### src/rtl/assert_macros.svh
// Assertion macros used by the frame extractor RTL.
// No dependencies; included by modules that carry concurrent checks.
`ifndef ASSERT_MACROS_SVH
`define ASSERT_MACROS_SVH

// Property must hold at every clock edge outside reset.
`define ASSERT_SYNC(lbl, clk, rst_n, prop, msg) \
    lbl: assert property (@(posedge clk) disable iff (!rst_n) (prop)) else $error(msg);

// Condition must never be seen at a clock edge outside reset.
`define ASSERT_SYNC_NEVER(lbl, clk, rst_n, cond, msg) \
    lbl: assert property (@(posedge clk) disable iff (!rst_n) !(cond)) else $error(msg);

`endif

### src/rtl/frx_pkg.sv
// Package for the receive ring frame extractor: codes, payload structs, constants.
// No dependencies; used by every module of the block except frx_ram.
`timescale 1ns / 1ps

package frx_pkg;

    localparam int DEPTH_DEF      = 256;
    localparam int HEADER_LEN_DEF = 16;
    localparam int MAX_FRAME_DEF  = 64;

    localparam int HDR_WORDS  = 4;
    localparam int HDR_BITS   = HDR_WORDS * 32;
    localparam int HDR_IDX_W  = 4;
    localparam int CFG_IDX_W  = 4;
    localparam int FLEN_W     = 7;

    localparam logic [31:0] HDR_RESET_0 = 32'h446E_6146;
    localparam logic [31:0] HDR_RESET_1 = 32'h6F6E_6975;
    localparam logic [31:0] HDR_RESET_2 = 32'h6165_482D;
    localparam logic [31:0] HDR_RESET_3 = 32'h3072_6564;

    localparam logic [CFG_IDX_W-1:0] REG_HDR_0 = 4'd0;
    localparam logic [CFG_IDX_W-1:0] REG_HDR_1 = 4'd1;
    localparam logic [CFG_IDX_W-1:0] REG_HDR_2 = 4'd2;
    localparam logic [CFG_IDX_W-1:0] REG_HDR_3 = 4'd3;

    typedef enum logic [1:0] {
        CMD_RECV  = 2'd0,
        CMD_POP   = 2'd1,
        CMD_FETCH = 2'd2
    } t_cmd;

    typedef enum logic [2:0] {
        ST_OK       = 3'd0,
        ST_EMPTY    = 3'd1,
        ST_NOFRAME  = 3'd2,
        ST_DROPPED  = 3'd3,
        ST_ACCEPTED = 3'd4
    } t_status;

    typedef enum logic [2:0] {
        S_IDLE,
        S_POP,
        S_SRCH_RD,
        S_SRCH_CMP,
        S_PAY_RD,
        S_PAY_OUT
    } t_state;

    typedef struct packed {
        t_cmd              cmd;
        logic [7:0]        rx_byte;
        logic [FLEN_W-1:0] frame_length;
    } t_in_item;

    typedef struct packed {
        logic [7:0] data;
        t_status    status;
        logic       last;
    } t_out_item;

endpackage

### src/rtl/frx_ram.sv
// Generic single-write, single-read RAM with registered read data.
// No dependencies.
`timescale 1ns / 1ps

module frx_ram #(
    parameter int WIDTH = 8,
    parameter int DEPTH = 256
) (
    input  logic                     i_clk,
    input  logic                     i_we,
    input  logic [$clog2(DEPTH)-1:0] i_waddr,
    input  logic [WIDTH-1:0]         i_wdata,
    input  logic [$clog2(DEPTH)-1:0] i_raddr,
    output logic [WIDTH-1:0]         o_rdata
);

    logic [WIDTH-1:0] r_mem [DEPTH];
    logic [WIDTH-1:0] r_rdata;

    always_ff @(posedge i_clk) begin
        if (i_we) begin
            r_mem[i_waddr] <= i_wdata;
        end
        r_rdata <= r_mem[i_raddr];
    end

    assign o_rdata = r_rdata;

endmodule

### src/rtl/frx_byte_cmp.sv
// Shared byte comparator: selects header byte by index and matches it to a stored byte.
// Depends on frx_pkg.
`timescale 1ns / 1ps

module frx_byte_cmp (
    input  logic [frx_pkg::HDR_BITS-1:0]  i_hdr,
    input  logic [frx_pkg::HDR_IDX_W-1:0] i_idx,
    input  logic [7:0]                    i_byte,
    output logic                          o_match
);

    logic [7:0] w_hdr_byte;

    // byte k sits at bit 8*k of the flattened header words
    assign w_hdr_byte = i_hdr[{i_idx, 3'b000} +: 8];
    assign o_match    = (w_hdr_byte == i_byte);

endmodule

### src/rtl/frx_seq.sv
// Command sequencer: ring pointers, header search and payload readout.
// Depends on frx_pkg, frx_ram, frx_byte_cmp and assert_macros.svh.
`timescale 1ns / 1ps
`include "assert_macros.svh"

module frx_seq #(
    parameter int DEPTH      = frx_pkg::DEPTH_DEF,
    parameter int HEADER_LEN = frx_pkg::HEADER_LEN_DEF,
    parameter int MAX_FRAME  = frx_pkg::MAX_FRAME_DEF
) (
    input  logic                         i_clk,
    input  logic                         i_rst_n,
    input  logic                         i_start,
    output logic                         o_busy,
    input  frx_pkg::t_in_item            i_in,
    input  logic [frx_pkg::HDR_BITS-1:0] i_hdr,
    output logic                         o_res_valid,
    output frx_pkg::t_out_item           o_res
);

    localparam int AW = $clog2(DEPTH);
    localparam int CW = $clog2(DEPTH + 1);
    localparam int SW = CW + 1;
    localparam int FW = frx_pkg::FLEN_W;

    frx_pkg::t_state    r_state, n_state;
    logic [AW-1:0]      r_rp, n_rp;
    logic [AW-1:0]      r_wp, n_wp;
    logic [CW-1:0]      r_count, n_count;
    logic [CW-1:0]      r_off, n_off;
    logic [CW-1:0]      r_s, n_s;
    logic [FW-1:0]      r_k, n_k;
    logic [FW-1:0]      r_flen, n_flen;
    logic               r_res_valid, n_res_valid;
    frx_pkg::t_out_item r_out, n_out;

    logic          w_we;
    logic [AW-1:0] w_rd_addr;
    logic [SW-1:0] w_sum;
    logic [7:0]    w_rdata;
    logic          w_match;
    logic [AW-1:0] w_rp_inc;
    logic [AW-1:0] w_wp_inc;

    // read address = read pointer + offset, wrapped once
    assign w_sum     = SW'(r_rp) + SW'(r_off);
    assign w_rd_addr = (w_sum >= SW'(DEPTH)) ? AW'(w_sum - SW'(DEPTH)) : AW'(w_sum);
    assign w_rp_inc  = (r_rp == AW'(DEPTH - 1)) ? '0 : r_rp + AW'(1);
    assign w_wp_inc  = (r_wp == AW'(DEPTH - 1)) ? '0 : r_wp + AW'(1);

    frx_ram #(
        .WIDTH (8),
        .DEPTH (DEPTH)
    ) u_ring (
        .i_clk   (i_clk),
        .i_we    (w_we),
        .i_waddr (r_wp),
        .i_wdata (i_in.rx_byte),
        .i_raddr (w_rd_addr),
        .o_rdata (w_rdata)
    );

    frx_byte_cmp u_cmp (
        .i_hdr   (i_hdr),
        .i_idx   (r_k[frx_pkg::HDR_IDX_W-1:0]),
        .i_byte  (w_rdata),
        .o_match (w_match)
    );

    always_ff @(posedge i_clk) begin
        if (!i_rst_n) begin
            r_state     <= frx_pkg::S_IDLE;
            r_rp        <= '0;
            r_wp        <= '0;
            r_count     <= '0;
            r_off       <= '0;
            r_s         <= '0;
            r_k         <= '0;
            r_res_valid <= 1'b0;
        end else begin
            r_state     <= n_state;
            r_rp        <= n_rp;
            r_wp        <= n_wp;
            r_count     <= n_count;
            r_off       <= n_off;
            r_s         <= n_s;
            r_k         <= n_k;
            r_res_valid <= n_res_valid;
        end
    end

    always_ff @(posedge i_clk) begin
        r_flen <= n_flen;
        r_out  <= n_out;
    end

    always_comb begin
        n_state     = r_state;
        n_rp        = r_rp;
        n_wp        = r_wp;
        n_count     = r_count;
        n_off       = r_off;
        n_s         = r_s;
        n_k         = r_k;
        n_flen      = r_flen;
        n_res_valid = 1'b0;
        n_out       = r_out;
        w_we        = 1'b0;

        unique case (r_state)
            frx_pkg::S_IDLE: begin
                if (i_start) begin
                    unique case (i_in.cmd)
                        frx_pkg::CMD_RECV: begin
                            n_res_valid = 1'b1;
                            n_out.data  = 8'd0;
                            n_out.last  = 1'b1;
                            if (r_count < CW'(DEPTH)) begin
                                w_we         = 1'b1;
                                n_wp         = w_wp_inc;
                                n_count      = r_count + CW'(1);
                                n_out.status = frx_pkg::ST_ACCEPTED;
                            end else begin
                                n_out.status = frx_pkg::ST_DROPPED;
                            end
                        end
                        frx_pkg::CMD_POP: begin
                            if (r_count == '0) begin
                                n_res_valid  = 1'b1;
                                n_out.data   = 8'd0;
                                n_out.status = frx_pkg::ST_EMPTY;
                                n_out.last   = 1'b1;
                            end else begin
                                // read of the oldest byte is issued this cycle
                                n_state = frx_pkg::S_POP;
                            end
                        end
                        frx_pkg::CMD_FETCH: begin
                            n_flen = i_in.frame_length;
                            if (i_in.frame_length == '0 ||
                                i_in.frame_length > FW'(MAX_FRAME) ||
                                r_count < CW'(HEADER_LEN)) begin
                                n_res_valid  = 1'b1;
                                n_out.data   = 8'd0;
                                n_out.status = frx_pkg::ST_NOFRAME;
                                n_out.last   = 1'b1;
                            end else begin
                                n_s     = '0;
                                n_k     = '0;
                                n_off   = '0;
                                n_state = frx_pkg::S_SRCH_RD;
                            end
                        end
                        default: begin
                        end
                    endcase
                end
            end
            frx_pkg::S_POP: begin
                n_res_valid  = 1'b1;
                n_out.data   = w_rdata;
                n_out.status = frx_pkg::ST_OK;
                n_out.last   = 1'b1;
                n_rp         = w_rp_inc;
                n_count      = r_count - CW'(1);
                n_state      = frx_pkg::S_IDLE;
            end
            frx_pkg::S_SRCH_RD: begin
                n_state = frx_pkg::S_SRCH_CMP;
            end
            frx_pkg::S_SRCH_CMP: begin
                if (w_match) begin
                    if (r_k == FW'(HEADER_LEN - 1)) begin
                        // header found: payload must lie fully in held bytes
                        if (SW'(r_s) + SW'(HEADER_LEN) + SW'(r_flen) > SW'(r_count)) begin
                            n_res_valid  = 1'b1;
                            n_out.data   = 8'd0;
                            n_out.status = frx_pkg::ST_NOFRAME;
                            n_out.last   = 1'b1;
                            n_off        = '0;
                            n_state      = frx_pkg::S_IDLE;
                        end else begin
                            n_off   = r_s + CW'(HEADER_LEN);
                            n_k     = '0;
                            n_state = frx_pkg::S_PAY_RD;
                        end
                    end else begin
                        n_k     = r_k + FW'(1);
                        n_off   = r_off + CW'(1);
                        n_state = frx_pkg::S_SRCH_RD;
                    end
                end else begin
                    // advance the start position; stop when no header fits
                    if (SW'(r_s) + SW'(1) + SW'(HEADER_LEN) > SW'(r_count)) begin
                        n_res_valid  = 1'b1;
                        n_out.data   = 8'd0;
                        n_out.status = frx_pkg::ST_NOFRAME;
                        n_out.last   = 1'b1;
                        n_off        = '0;
                        n_state      = frx_pkg::S_IDLE;
                    end else begin
                        n_s     = r_s + CW'(1);
                        n_off   = r_s + CW'(1);
                        n_k     = '0;
                        n_state = frx_pkg::S_SRCH_RD;
                    end
                end
            end
            frx_pkg::S_PAY_RD: begin
                n_state = frx_pkg::S_PAY_OUT;
            end
            frx_pkg::S_PAY_OUT: begin
                n_res_valid  = 1'b1;
                n_out.data   = w_rdata;
                n_out.status = frx_pkg::ST_OK;
                n_out.last   = (r_k == r_flen - FW'(1));
                if (r_k == r_flen - FW'(1)) begin
                    // frame delivered: empty the ring
                    n_rp    = '0;
                    n_wp    = '0;
                    n_count = '0;
                    n_off   = '0;
                    n_state = frx_pkg::S_IDLE;
                end else begin
                    n_k     = r_k + FW'(1);
                    n_off   = r_off + CW'(1);
                    n_state = frx_pkg::S_PAY_RD;
                end
            end
            default: begin
                n_state = frx_pkg::S_IDLE;
            end
        endcase
    end

    assign o_busy      = (r_state != frx_pkg::S_IDLE);
    assign o_res_valid = r_res_valid;
    assign o_res       = r_out;

    `ASSERT_SYNC_NEVER(a_count_range, i_clk, i_rst_n, r_count > CW'(DEPTH), "held count above depth")
    `ASSERT_SYNC(a_ptr_range, i_clk, i_rst_n, (SW'(r_rp) < SW'(DEPTH)) && (SW'(r_wp) < SW'(DEPTH)), "ring pointer out of range")
    `ASSERT_SYNC(a_last_idle, i_clk, i_rst_n, (r_res_valid && r_out.last) |-> (r_state == frx_pkg::S_IDLE), "final result while command still running")
    `ASSERT_SYNC(a_mid_payload, i_clk, i_rst_n, (r_res_valid && !r_out.last) |-> (r_state == frx_pkg::S_PAY_RD), "non-final result outside payload readout")
    `ASSERT_SYNC(a_idle_off, i_clk, i_rst_n, (r_state == frx_pkg::S_IDLE) |-> (r_off == '0), "offset not cleared in idle")

endmodule

### src/rtl/rx_ring_frame_sync_extract_top.sv
// Receive writes the byte in idle and registers its result; pop reads the oldest byte in idle
// and returns it from S_POP; fetch runs S_SRCH_RD, S_SRCH_CMP per header byte compared and
// S_PAY_RD, S_PAY_OUT per payload byte; one ring RAM read port and one byte comparator serve
// every step. Results are strobed one cycle each on o_res_valid; the receiver cannot stall.
// Synchronous active-low reset empties the ring and loads the default header words.
`timescale 1ns / 1ps

module rx_ring_frame_sync_extract_top #(
    parameter int DEPTH      = frx_pkg::DEPTH_DEF,
    parameter int HEADER_LEN = frx_pkg::HEADER_LEN_DEF,
    parameter int MAX_FRAME  = frx_pkg::MAX_FRAME_DEF
) (
    input  logic                          i_clk,
    input  logic                          i_rst_n,
    input  logic                          start,
    output logic                          busy,
    input  frx_pkg::t_in_item             i_in,
    output logic                          o_res_valid,
    output frx_pkg::t_out_item            o_res,
    input  logic                          i_cfg_valid,
    output logic                          o_cfg_ready,
    input  logic [frx_pkg::CFG_IDX_W-1:0] i_cfg_index,
    input  logic [31:0]                   i_cfg_data
);

    logic [frx_pkg::HDR_WORDS-1:0][31:0] r_hdr;
    logic [frx_pkg::HDR_WORDS-1:0][31:0] n_hdr;

    always_comb begin
        n_hdr = r_hdr;
        if (i_cfg_valid) begin
            unique case (i_cfg_index)
                frx_pkg::REG_HDR_0: n_hdr[0] = i_cfg_data;
                frx_pkg::REG_HDR_1: n_hdr[1] = i_cfg_data;
                frx_pkg::REG_HDR_2: n_hdr[2] = i_cfg_data;
                frx_pkg::REG_HDR_3: n_hdr[3] = i_cfg_data;
                default: begin
                end
            endcase
        end
    end

    always_ff @(posedge i_clk) begin
        if (!i_rst_n) begin
            r_hdr[0] <= frx_pkg::HDR_RESET_0;
            r_hdr[1] <= frx_pkg::HDR_RESET_1;
            r_hdr[2] <= frx_pkg::HDR_RESET_2;
            r_hdr[3] <= frx_pkg::HDR_RESET_3;
        end else begin
            r_hdr <= n_hdr;
        end
    end

    assign o_cfg_ready = 1'b1;

    frx_seq #(
        .DEPTH      (DEPTH),
        .HEADER_LEN (HEADER_LEN),
        .MAX_FRAME  (MAX_FRAME)
    ) u_seq (
        .i_clk       (i_clk),
        .i_rst_n     (i_rst_n),
        .i_start     (start),
        .o_busy      (busy),
        .i_in        (i_in),
        .i_hdr       (r_hdr),
        .o_res_valid (o_res_valid),
        .o_res       (o_res)
    );

endmodule

### config.mk
export PLATFORM = sky130hd
export DESIGN_NAME = rx_ring_frame_sync_extract_top
export DESIGN_NICKNAME = d
export VERILOG_FILES = /design/src/rtl/frx_pkg.sv /design/src/rtl/frx_ram.sv /design/src/rtl/frx_byte_cmp.sv /design/src/rtl/frx_seq.sv /design/src/rtl/rx_ring_frame_sync_extract_top.sv
export VERILOG_INCLUDE_DIRS = /design/src /design/src/rtl
export SDC_FILE = /design/constraint.sdc
export NUM_CORES = 2
export LEC_CHECK = 0
export ABC_CLOCK_PERIOD_IN_PS = 4550
export CORE_MARGIN = 2
export CORE_UTILIZATION = 41
export DETAILED_ROUTE_END_ITERATION = 8
export DONT_BUFFER_PORTS = 1
export PLACE_DENSITY = 0.59
export SLEW_MARGIN = 20
export SYNTH_ARGS = -nofsm -noshare
export SYNTH_HDL_FRONTEND = slang
export SYNTH_SLANG_ARGS = --single-unit
### constraint.sdc
create_clock -name i_clk -period 4.55 [get_ports i_clk]
set_input_delay 0.455 -clock i_clk [delete_from_list [all_inputs] [get_ports i_clk]]
set_output_delay 0.455 -clock i_clk [all_outputs]
set_load 0.05 [all_outputs]
* After elaboration in Yosys (flattened, before gate mapping) *
Memories as Yosys holds them, arrays and structs flattened. A register that Yosys moved wholly into a read port is not among the register bits.
Cells that the tools add are included.

cells by class
  equal/unequal tests = 35
  muxes and demuxes = 70
  shift operators = 1
  add/sub/neg operators = 15
  reduce and logical (&&, ||, !) cells = 28
  order comparisons = 6

operators with widths
  operator                                               number
  variable part select 128 x 8 -> 8 bit                  1
  2-to-1 mux 9 bit                                       14
  2-to-1 mux 12 bit                                      7
  2-to-1 mux 7 bit                                       8
  2-to-1 mux 8 bit                                       7
  case mux 9 bit (3 select lines)                        2
  case mux 12 bit (4 select lines)                       1
  case mux 12 bit (3 select lines)                       1
  case mux 8 bit (2 select lines)                        2
  adder 9 x 1 -> 9 bit, second input constant            3
  2-to-1 mux 3 bit                                       8
  case mux 7 bit (3 select lines)                        1
  > comparator 10 x 9 -> 1 bit                           2
  case mux 9 bit (2 select lines)                        1
  adder 8 x 1 -> 8 bit, second input constant            2
  equality test 8 bit, second input constant             2
  inequality test 3 x 2 -> 1 bit, second input constant  5
  case mux 3 bit (5 select lines)                        1
  inequality test 2 bit, second input constant           7
  2-to-1 mux 1 bit                                       13
  inequality test 3 bit, second input constant           4
  adder 10 x 5 -> 10 bit, second input constant          1
  adder 10 x 7 -> 10 bit                                 1
  adder 8 x 9 -> 10 bit                                  1
  other kinds (43)                                       60

word-level totals
  output and inout bits = 15
  logic and storage cells = 172
  memories kept = 1
  register bits = 201
  RAM bits = 2048

memories
  name                depth  bits a word  rd ports  clocked after memory_dff  write ports  RTL line       RTL
  u_seq.u_ring.r_mem  256    8            1         1                         1            frx_ram.sv:17  logic [WIDTH-1:0] r_mem [DEPTH];

* Longest topological paths before layout *
  word-level depth = 7
  gate-level depth with buffers = 19

* By module *
Synthesis repeated with hierarchy kept, for this count alone.

unflattened totals
  cells, all modules = 4970
  area, all modules = 91088.6 um2

by module, submodules not included
  module                          cells an instance  instances  area an instance (um2)
  frx_ram                         3733               1          79556.3
  frx_seq                         644                1          5315.1
  rx_ring_frame_sync_extract_top  499                1          5001.0
  frx_byte_cmp                    94                 1          1216.2

* Worst setup path before layout *
No wires, ideal clock.

  path kind = register -> register
  start point = register u_seq.r_flen[1]
  end point = register u_seq.r_off[5]
  arrival = 3.685 ns
  setup time = 0.070 ns
  buffers on the path = 0
  stages on the path, launching flop included = 18
  slack = 0.794 ns
  clock period less this slack = 3.756 ns
  cells stage by stage = edfxtp_1 -> ha_1 -> ha_1 -> inv_1 -> fa_1 -> nor2b_1 -> o31a_1 -> o31a_1 -> a21oi_1 -> ha_1 -> a211oi_1 -> nand2_1 -> o211ai_1 -> a21oi_1 -> or3_1 -> or3_1 -> o22a_1 -> a21oi_1

between the ends
  cells in the longest elaborated chain, start to end = 6
  elaborated cells between the ends (all ways) = 9
  classes of those cells = 2 x add/sub; 1 x order compare; 1 x eq/ne; 5 x mux

RTL lines
  element                              RTL line        RTL
  from (decl)                          frx_seq.sv:33   logic [FW-1:0] r_flen, n_flen;
  from (signal assigned)               frx_seq.sv:93   r_flen <= n_flen;
  adder 10 x 7 -> 10 bit               frx_seq.sv:175  if (SW'(r_s) + SW'(HEADER_LEN) + SW'(r_flen) > SW'(r_count)) begin
  > comparator 10 x 9 -> 1 bit         frx_seq.sv:175
  2-to-1 mux 9 bit                     frx_seq.sv:175
  2-to-1 mux 9 bit                     frx_seq.sv:173  if (r_k == FW'(HEADER_LEN - 1)) begin
  2-to-1 mux 9 bit                     frx_seq.sv:172  if (w_match) begin
  case mux 9 bit (3 select lines) (*)  frx_seq.sv:110  unique case (r_state)
  to (signal assigned)                 frx_seq.sv:85   r_off <= n_off;
  to (decl)                            frx_seq.sv:30   logic [CW-1:0] r_off, n_off;

Every way passes the cells marked *; elsewhere a longest branch is shown, timed or not.
A chain may end at the register's enable or synchronous reset.

* Worst setup path in the final report *
  start point = register u_seq.r_off[0]
  end point = register u_seq.u_ring.r_rdata[1] (netlist: u_seq.u_ring.o_rdata[1]), read port of u_seq.u_ring.r_mem

between the ends
  cells in the longest elaborated chain, start to end = 3
  elaborated cells between the ends (all ways) = 4
  classes of those cells = 2 x add/sub; 1 x order compare; 1 x mux

RTL lines
  element                                                                                          RTL line       RTL
  adder 8 x 9 -> 10 bit (*)                                                                        frx_seq.sv:46  assign w_sum = SW'(r_rp) + SW'(r_off);
  subtractor 8 x 1 -> 8 bit / greater-or-equal comparator 10 x 9 -> 1 bit (equally long branches)  frx_seq.sv:47  assign w_rd_addr = (w_sum >= SW'(DEPTH)) ? AW'(w_sum - SW'(DEPTH)) : AW'(w_sum);
  2-to-1 mux 8 bit (*)                                                                             frx_seq.sv:47
  to (decl)                                                                                        frx_ram.sv:18  logic [WIDTH-1:0] r_rdata;

Marks and branches as above.

==> impl_metrics.toml <==
[run_status]
status = "complete, no violations"

[grt]
grt_pass1_wl_mm = 327
grt_usage = 0.199
antenna_found_initial = 13
overflow = 0
grt_max_degree = 257
grt_pass1_vias = 45751

[run]
drv_cap = 0

[setup_path]
max_stage_delay_ns = 0.88
worst_ep_required_time_ns = 5.29
cp-start-kind = "flip-flop"
crit_chain = "ha_4 -> fa_4 -> buf_12 -> buf_12 -> mux4_2 -> mux4_2 -> nor2b_1 -> a211oi_1 -> a21oi_1 -> mux2i_1 -> mux2i_1"
slowest_stage = "fa_4"
crit_fanout = 58
crit_family = "multiplexers"
arrival_ns = 5.09
end_kind = "flip-flop"
critPathBufInv = 2
critical_path_class = "reg2reg"

[place]
dp_worst_setup_slack_ns = 0.305
port_buffers = 0
placed_cells = 7467
gp_congestion = 0.826
hpwl_mm = 129

[sta]
fin_skew_ns = 0.0591
min_period_ns = 4.35
period_share = 0.955
slew_viol_final = 0
fmax_ghz = 0.230
setup_slack_ns = 0.204
hold_viol = 0
worst_pin_slew_ns = 1.14
finalSetupTns_ns = 0
fin_hold_ws_ns = 0.0383
rsz0062_at_grt = "no"
setup_viol = 0
max-slew-margin-rel = 0.234

[drt]
antenna_left = 0
vias = 45535
drc_errors = 0
wl_per_cell_um = 28.1
first_pass_iters = 6
totalWireLength_mm = 224
routed_via_density = 5.72
drt_iter0_markers = 4843

[hold_path]
min_path_type = "in2reg"

[die]
io_pins = 72
rows = 172
fp.dieW_um = 473
die_area_mm2 = 0.223
core_mm2 = 0.219
start_util = 0.411
die_height_um = 473

[cells_and_area]
finalNonFillerCells = 7961
fillers = 18064
final_util = 0.470
fin_nets = 5019
syn_to_final_growth_pct = 14.3
drive_gt1_frac = 0.250

[synthesis]
yosysSeqAreaShare = 0.731
synthArstFlopShare = 0
synthFlopType = "edfxtp_1"
synth_fp_nets = 4762
synth-edff-count = 2067
syn_area_mm2 = 0.0901
syn_avg_cell_area_um2 = 19.4
synth_cell_types = 68
synth_warnings = 0
ys_seq_elements = 2256
synthCells = 4641

[clock_tree]
root_buffer = "clkbuf_16"
numCtsBuffers = 227
htree_levels = 4
worstSkewPairLatency_ns = 0.87
clk_pin_slew_worst_paths_ns = 0.06
clock_sinks = 2256
tritoncts = "built"
clk_path_buf_depth = 3

[power_and_ir_drop]
powerDensity_mw_per_mm2 = 416
p_leak_nw = 31.6
vdd_drop_max_mv = 0.411
==> synthesized netlist by cell type (9+ instances only) <==
cell | instances | share of area
inv_1 | 44 | 0.0018
mux4_2 | 668 | 0.17
nor2b_1 | 48 | 0.0033
nand3_1 | 93 | 0.0052
buf_1 | 58 | 0.0024
edfxtp_1 | 2067 | 0.69
mux2i_1 | 79 | 0.0088
xor2_1 | 20 | 0.0019
nor2_1 | 322 | 0.013
buf_2 | 28 | 0.0016
nand2_1 | 324 | 0.014
dfxtp_1 | 189 | 0.042
clkbuf_1 | 177 | 0.0074
o21bai_1 | 10 | 0.00083
nand2b_1 | 13 | 0.00090
and2_1 | 10 | 0.00069
a31oi_1 | 16 | 0.0011
nor3_1 | 18 | 0.0010
ha_1 | 61 | 0.0085
a21oi_1 | 149 | 0.0083
a211oi_1 | 38 | 0.0032
nand4_1 | 15 | 0.0010
o21a_1 | 9 | 0.00075
a22oi_1 | 10 | 0.00083
o21ai_0 | 29 | 0.0016
xnor2_1 | 36 | 0.0035
==> registers in the layout (all words and copies together), names as in the netlist <==
signal / cells
u_seq.r_k: 7
u_seq.r_off: 8
u_seq.u_ring.o_rdata: 8
u_seq.r_state: 3
u_seq.r_rp: 8
u_seq.u_ring.r_mem: 2048
u_seq.r_flen: 7
u_seq.r_count: 9
u_seq.o_res: 12
u_seq.o_res_valid: 1
r_hdr: 128
u_seq.r_s: 9
u_seq.r_wp: 8
==> report_power, final <==
part,internal (mW),switching [mW]
Clock,10.2,7.97
Sequential,22.7,0.105
Combinational,0.852,1.15
Total,33.7,9.22
==> what timing repair did <==
action | in CTS | in global routing
setup buffers | 0 | 1
endpoints found under the setup margin | 0 | 2
gates resized for setup | 0 | 1
hold buffers | 63 | 1
hold endpoints to repair | 2185 | 4
==> kinds of logic (layout without fill, tap and decap cells) <==
logic type	Yosys count	after routing	synth area share
buffers and inverters	317	763	0.0143
and+or+nand+nor	888	888	0.0430
xor gates and xnor gates	56	56	0.00545
adders and majority gates	64	64	0.00914
DFF	2256	2256	0.731
AOI/OAI and AO/OA	311	311	0.0210
muxes	748	748	0.176
other	1	4	0.0000416
==> layout make-up <==
| class | count | area (um^2) | area share |
|---|---|---|---|
| Clock buffer | 278 | 5880 | 0.0571 |
| Clock inverter | 140 | 1320 | 0.0128 |
| Sequential cell | 2256 | 65900 | 0.639 |
| Multi-Input combinational cell | 2068 | 23100 | 0.224 |
| Timing Repair Buffer | 300 | 3080 | 0.0299 |
| Inverter | 45 | 170 | 0.00165 |
| Antenna cell | 3 | 7.51 | 0.0000729 |
| Tap cell | 2871 | 3590 | 0.0349 |
==> placed cells by master (no fill, tap or decap), types with 13 or more instances in the layout <==
master,instances
clkbuf_1,50
ha_1,60
dfxtp_1,187
buf_12,28
nor2b_1,48
clkinv_2,39
a211oi_1,37
nand2b_1,13
nor2_1,320
nand3_1,89
edfxtp_1,2067
nand2_1,312
a31oi_1,16
mux4_2,668
o21ai_0,29
inv_1,43
xnor2_1,31
a21oi_1,149
dlygate4sd3_1,53
buf_16,17
bufinv_16,17
mux2i_1,79
nor3_1,15
clkbuf_16,227
clkinv_1,61
buf_4,202
nand4_1,15
nand2_2,13
xor2_1,20
==> final timing paths <==
kind                               start                                    to  slack [ns]  depth (start not counted)
max          u_seq.r_off[0]$_SDFFE_PN0P_       u_seq.u_ring.o_rdata[1]$_DFF_P_        0.20                         11
min                              i_in[9]  u_seq.u_ring.r_mem[184][2]$_DFFE_PP_        0.04                          1
max reg2reg  u_seq.r_off[0]$_SDFFE_PN0P_       u_seq.u_ring.o_rdata[1]$_DFF_P_        0.20                         11
min reg2reg       r_hdr[41]$_SDFFE_PN0P_                r_hdr[41]$_SDFFE_PN0P_        0.45                          2
==> through the flow <==
step | total power [mW] | instance area, um^2
finish | 42.9 | 103000
global route | 44.1 | 103000
CTS | 43.2 | 103000
detailed placement | 24.8 | 94700
global placement | 24.8 | 94700
floorplan | 24.3 | 90100
==> metal layers <==
layer  GRT usage  wire [um]  share of wire
met4      0.0477       4810          0.021
met1       0.288      96100           0.43
met5           0         24        0.00011
met2       0.320     109000           0.48
met3      0.0300      14300          0.064
Note: power is estimated with default switching activity, not from simulation.
